### src/design/led_two_color_gradient_unit_macros.svh
// assertion macros shared by the led two color gradient unit
// no dependencies; included by lgcg_back, the file that checks its own logic
`ifndef LED_TWO_COLOR_GRADIENT_UNIT_MACROS_SVH
`define LED_TWO_COLOR_GRADIENT_UNIT_MACROS_SVH
`ifndef SYNTHESIS
// same-cycle implication
`define LGCG_ASSERT_IMP(label, clk, rst_n, ante, cons) \
    label: assert property (@(posedge clk) disable iff (!rst_n) (ante) |-> (cons)) \
        else $error("lgcg assertion failed");
// next-cycle implication
`define LGCG_ASSERT_NEXT(label, clk, rst_n, ante, cons) \
    label: assert property (@(posedge clk) disable iff (!rst_n) (ante) |=> (cons)) \
        else $error("lgcg assertion failed");
`else
`define LGCG_ASSERT_IMP(label, clk, rst_n, ante, cons)
`define LGCG_ASSERT_NEXT(label, clk, rst_n, ante, cons)
`endif
`endif

### src/design/lgcg_pkg.sv
// types and constants of the led two color gradient unit
// no dependencies; used by front, queue, back and top level
package lgcg_pkg;

    localparam int IDX_W = 10;
    localparam int CNT_W = 11;
    localparam int OFF_W = 8;
    localparam int CH_W = 8;
    localparam int COL_W = 24;
    localparam int X_W = CNT_W + OFF_W;
    localparam int REG_IDX_W = 3;
    localparam int FIFO_DEPTH = 4;
    localparam int FIFO_PTR_W = 2;
    localparam int MAX_LEDS = 1024;

    // reciprocal of 255 for the middle point quotient
    localparam int DIV255_SHIFT = 27;
    localparam int MUL_W = 20;
    localparam logic [MUL_W-1:0] DIV255_MUL = MUL_W'((64'd1 << DIV255_SHIFT) / 255);

    // mode codes
    localparam logic [1:0] MODE_LINEAR = 2'd0;
    localparam logic [1:0] MODE_CENTER = 2'd1;
    localparam logic [1:0] MODE_SOLID = 2'd2;
    localparam logic [1:0] MODE_UNUSED = 2'd3;

    // register indexes
    localparam logic [REG_IDX_W-1:0] REG_MODE = 3'd0;
    localparam logic [REG_IDX_W-1:0] REG_REVERSE = 3'd1;
    localparam logic [REG_IDX_W-1:0] REG_COUNT = 3'd2;
    localparam logic [REG_IDX_W-1:0] REG_COLOR_FIRST = 3'd3;
    localparam logic [REG_IDX_W-1:0] REG_COLOR_SECOND = 3'd4;

    typedef enum logic [2:0] {
        CLS_ZERO,
        CLS_SOLID,
        CLS_TWO,
        CLS_LINEAR,
        CLS_CENTER
    } cls_t;

    typedef struct packed {
        logic [1:0]       mode;
        logic             reverse_order;
        logic [CNT_W-1:0] led_count;
        logic [COL_W-1:0] color_first;
        logic [COL_W-1:0] color_second;
    } cfg_t;

    typedef struct packed {
        cls_t             cls;
        logic [IDX_W-1:0] pixel_index;
        logic [IDX_W-1:0] pos_idx;
        logic [CNT_W-1:0] cnt_m1;
        logic [X_W-1:0]   prod;
        logic [OFF_W-1:0] two_sel;
        logic             two_full;
        logic             two_inv;
    } item_t;

    // floor(r * 2^fb / 255), evaluated at elaboration only
    function automatic longint unsigned frac_of_255(input int unsigned r,
                                                     input int unsigned fb);
        return (longint'(r) << fb) / 255;
    endfunction

endpackage

### src/design/lgcg_fifo.sv
// short queue of classified items between front and back
// depends on lgcg_pkg
module lgcg_fifo (
    input  logic           clk,
    input  logic           rst_n,
    input  logic           push,
    input  lgcg_pkg::item_t push_item,
    input  logic           pop,
    output lgcg_pkg::item_t head_item,
    output logic           not_empty,
    output logic           full
);
    import lgcg_pkg::*;

    item_t                mem_reg [FIFO_DEPTH];
    logic [FIFO_PTR_W-1:0] wr_ptr_reg;
    logic [FIFO_PTR_W-1:0] rd_ptr_reg;
    logic [FIFO_PTR_W:0]   count_reg;
    logic                  do_push;
    logic                  do_pop;

    assign not_empty = (count_reg != '0);
    assign full = (count_reg == (FIFO_PTR_W+1)'(FIFO_DEPTH));
    assign do_push = push && !full;
    assign do_pop = pop && not_empty;
    assign head_item = mem_reg[rd_ptr_reg];

    // storage
    always_ff @(posedge clk)
    begin
        if (do_push)
        begin
            mem_reg[wr_ptr_reg] <= push_item;
        end
    end

    // pointers and fill count
    always_ff @(posedge clk or negedge rst_n)
    begin
        if (!rst_n)
        begin
            wr_ptr_reg <= '0;
            rd_ptr_reg <= '0;
            count_reg <= '0;
        end
        else
        begin
            if (do_push)
            begin
                wr_ptr_reg <= wr_ptr_reg + 1'b1;
            end
            if (do_pop)
            begin
                rd_ptr_reg <= rd_ptr_reg + 1'b1;
            end
            if (do_push && !do_pop)
            begin
                count_reg <= count_reg + 1'b1;
            end
            else if (do_pop && !do_push)
            begin
                count_reg <= count_reg - 1'b1;
            end
        end
    end

endmodule

### config.mk
export PLATFORM = sky130hd
export DESIGN_NAME = lgcg_fifo
export DESIGN_NICKNAME = d
export VERILOG_FILES = /design/src/design/led_two_color_gradient_unit_macros.svh /design/src/design/lgcg_pkg.sv /design/src/design/lgcg_fifo.sv
export SDC_FILE = /design/constraint.sdc
export NUM_CORES = 1
export LEC_CHECK = 0
export CORE_AREA = 2 2 123 125
export DETAILED_ROUTE_END_ITERATION = 7
export DIE_AREA = 0 0 125 127
export DONT_BUFFER_PORTS = 1
export PLACE_DENSITY = 0.8
export SLEW_MARGIN = 30
export SYNTH_ARGS = -nofsm -noshare
export SYNTH_HDL_FRONTEND = slang
export SYNTH_SLANG_ARGS = --single-unit
### constraint.sdc
create_clock -name clk -period 4.48 [get_ports clk]
set_clock_uncertainty 0.2 [all_clocks]
set_input_delay 0.224 -clock clk [delete_from_list [all_inputs] [get_ports clk]]
set_output_delay 0.224 -clock clk [all_outputs]
set_load 0.005 [all_outputs]
Word-level counts from Yosys, hierarchy flattened
Memories as Yosys holds them, arrays and structs flattened. Index checks and enable logic that the tools add are counted.

Latch bits: 0. Word-level logic and storage cells: 22. Output and inout bits: 65. Bits of input ports: 67. Bits in read-only memories: 0. Memories kept: 1. Bits in registers: 7. Memory bits (writable): 252.

Memories: mem_reg (depth 4, bits a word 63, rd ports 1, clocked after Yosys merged registers in 0, write ports 1, RTL line lgcg_fifo.sv:15) `item_t mem_reg [FIFO_DEPTH];`.

Multiply operators: 0. $add $sub $neg: 4. Shift operators: 0. Eq/ne operators: 1. Muxes and demuxes: 4. Div/mod/pow operators: 0. Order comparisons: 0. Bitwise gates (word level): 0. Reduce and logical (&&, ||, !) cells: 9.

Operators with widths (number): 3-bit 2-to-1 mux (2); 2-bit by 1-bit adder with 2-bit output (second input constant) (2); 1-bit logical AND (4); 3-bit by 1-bit adder with 3-bit output (second input constant) (1); 3-bit equality test (second input constant) (1); 1-bit logical NOT (3); 3-bit nonzero test (1); 3-bit by 1-bit subtractor with 3-bit output (second input constant) (1); 1-bit 2-to-1 mux (2); 2-bit nonzero test (1).

Longest topological paths before layout
Depth after elaboration: 7. Mapped depth: 9. Depth with buffers taken out: 8.

Worst setup path before layout
Ideal clock, no wire load.

Path kind: reg-to-reg. From: reg count_reg[2]. To: mem mem_reg[0][0] (netlist bit) (enable). Data arrival time: 2.296 ns. Clock period less this slack: 2.924 ns. Data required time: 3.852 ns. Slack: 1.556 ns. Cell stages (with the launch flop): 5. Setup time: 0.428 ns. Path through: dfrtp_1 nor3b_2 nor2b_1 buf_2 and2_1.

Cells in the longest elaborated chain, start to end: 5.

Ends and longest elaborated chain: from (decl) (RTL line lgcg_fifo.sv:18) `logic [FIFO_PTR_W:0] count_reg;`; from (signal assigned) (RTL line lgcg_fifo.sv:58) `count_reg <= count_reg + 1'b1;`; from (signal assigned) (RTL line lgcg_fifo.sv:62) `count_reg <= count_reg - 1'b1;`; 3-bit equality test (RTL line lgcg_fifo.sv:23) `assign full = (count_reg == (FIFO_PTR_W+1)'(FIFO_DEPTH));`; via full (RTL line lgcg_fifo.sv:11) `output logic full`; 1-bit logical NOT (RTL line lgcg_fifo.sv:24) `assign do_push = push && !full;`; 1-bit logical AND (RTL line lgcg_fifo.sv:24); via do_push (RTL line lgcg_fifo.sv:19) `logic do_push;`; 1-bit 2-to-1 mux (RTL line lgcg_fifo.sv:31) `if (do_push)`; 1-bit 2-to-1 mux (implied by the code) (RTL line lgcg_fifo.sv:33) `mem_reg[wr_ptr_reg] <= push_item;`; to (decl) (RTL line lgcg_fifo.sv:15).

The timed path passes the listed nets, and every way through them passes these cells.

==> qor.csv <==
metric,value,unit
min_period,2.96,ns
synthSimpleGateAreaFrac,0.658,%
antenna_left,0,
worst_pin_slew,0.951,ns
rsz0062_at_grt,no,
slowest_delay,0.92,ns
critPathBufInv,1,
post_cts_buffers,0,
hold_violations,0,
p_leak,0.00358,uW
clockRootBuffer,clkbuf_16,
tns,0,ns
synth_cell_types,19,
die_y,127,um
grt_max_degree,64,
path_max_fanout,38,
finalCritPeriodShare,66.0,%
drt_iter0_drc,356,
total_power,6910,uW
max_slew_margin,36.6,%
drive_gt1_share,22.7,%
antenna_found_initial,1,
synth_top_family_by_area,multiplexers,
cts_buffer_depth,3,
place_congestion,0.743,
syn_nets,437,
netlist_instances,364,
yosys.area_share.xor_xnor,0.553,%
cts_max_level,1,
fmax,338,MHz
path_delay_family,flip-flops,
die_x,125,um
stdcell_count,651,
io_buffer_count,0,
synth-compound-area-share,0,%
pin_count,132,
mostFrequentLayoutCells,"252 x edfxtp_1, 67 x dlygate4sd3_1, 63 x mux4_2, 25 x clkbuf_16, 9 x clkinv_1",
core_area,14400,um2
start_util,65.9,%
grt_pass1_vias,4161,
nets,521,
grt_pass1_wl,24300,um
final_max_slew_viol_count,0,
fp.dieArea,15900,um2
peakVddDrop,0.603,mV
dp_hpwl,8770,um
worst_path_max_delay_cell,dfrtp_4,
clock_latency,0.50,ns
whs,0.217,ns
routed_wl,16300,um
clkSlewWorstSetupHoldPaths,0.06,ns
synth-adder-area-share,0.869,%
yosys_warnings,0,
drtPass1Iterations,6,
synth_edf_count,252,
status,finished clean,
post_drt_wl_per_cell,25.1,um
syn-mean-instance-area,26.1,um2
num_rows,44,
largest_reg_flops,252,
cts.sinks,259,
synth_seq_cells,259,
syn2layout_area_growth,16.9,%
criticalPathCategory,reg -> out,
numCtsBuffers,25,
drc,0,
cap_violations,0,
p_per_area,622,nW/um2
async_flop_share,2.70,%
grt_use_total,20.3,%
synth_mux_area_share,15.2,%
dpl.cell_count,536,
cp.arrival,2.53,ns
worst_setup_path_end_kind,primary output,
holdPathStages,1,
critPathLaunchType,register,
final_util,77.1,%
critical_path_required,4.06,ns
crit_chain,buf_4 -> mux4_2,
synth_area,9510,um2
grt-ovfl-total,0,
yosysSeqAreaShare,81.4,%
final_common_cell,edfxtp_1,
dr_total_vias,3965,
via_per_inst,6.09,
synth_ff_type,edfxtp_1,
cts_tree,done,
rr_worst_depth,3,
cp.depth,2,
min_path_type,in -> reg,
setup_viol,0,
cells in the mapped netlist (2+ instances only):
cell | number | area share, %
inv_1 | 3 | 0.12
mux4_2 | 63 | 15
xnor2_1 | 4 | 0.37
buf_2 | 8 | 0.42
ha_1 | 5 | 0.66
xor2_1 | 2 | 0.18
and2_1 | 4 | 0.26
buf_6 | 6 | 0.71
dfrtp_1 | 7 | 1.8
mux2_2 | 2 | 0.24
edfxtp_1 | 252 | 80
through the flow:
step | instance area (um2) | setup slack (ns)
after floorplan | 9510 | 1.56
after global placement | 9660 | 2.01
after detailed placement | 9660 | 1.96
after CTS | 11100 | 1.43
after global routing | 11100 | 1.34
final | 11100 | 1.52
per-layer routing:
metal	vias to the layer above	global-route usage, %	part of all wire (%)
li1	1730	-	-
met1	2067	27.1	39
met2	141	34.2	52
met3	25	5.53	6.9
met4	2	5.75	1.8
met5	-	0	0.080
logic make-up after synthesis:
family | count (synthesis)
mux | 65
xor+xnor | 6
buf+inv | 18
flops | 259
simple gates | 10
fa+ha+maj | 6
what timing repair did:
item / in CTS / in global routing
hold endpoints to repair: 265 / 0
hold buffers: 67 / 0
gates resized for setup: 0 / 0
cell type report:
class | count | area (um2)
diodes | 1 | 2.50
clock buffers | 32 | 652
clock inverters | 13 | 78.8
fillers | 748 | 3310
inverters | 3 | 11.3
multi-input cells | 87 | 1650
flip-flops and latches | 259 | 7750
well taps | 184 | 230
repair buffers | 72 | 741
report_power, final:
group	switching [uW]	internal (uW)	total, uW
combinational	765	759	1520
clock	802	1080	1880
sequential	298	3210	3510
final timing paths:
kind,from,endpoint,slack (ns)
max,rd_ptr_reg[0],head_item[31],1.52
min,push_item[35],mem_reg[2][35],0.22
max reg2reg,count_reg[2],mem_reg[2][8],1.97
min reg2reg,count_reg[2],count_reg[2],0.28
max in group asynchronous,rst_n,rd_ptr_reg[1],3.38
min in group asynchronous,rst_n,wr_ptr_reg[0],0.41
(Power assumes the default switching activity.)
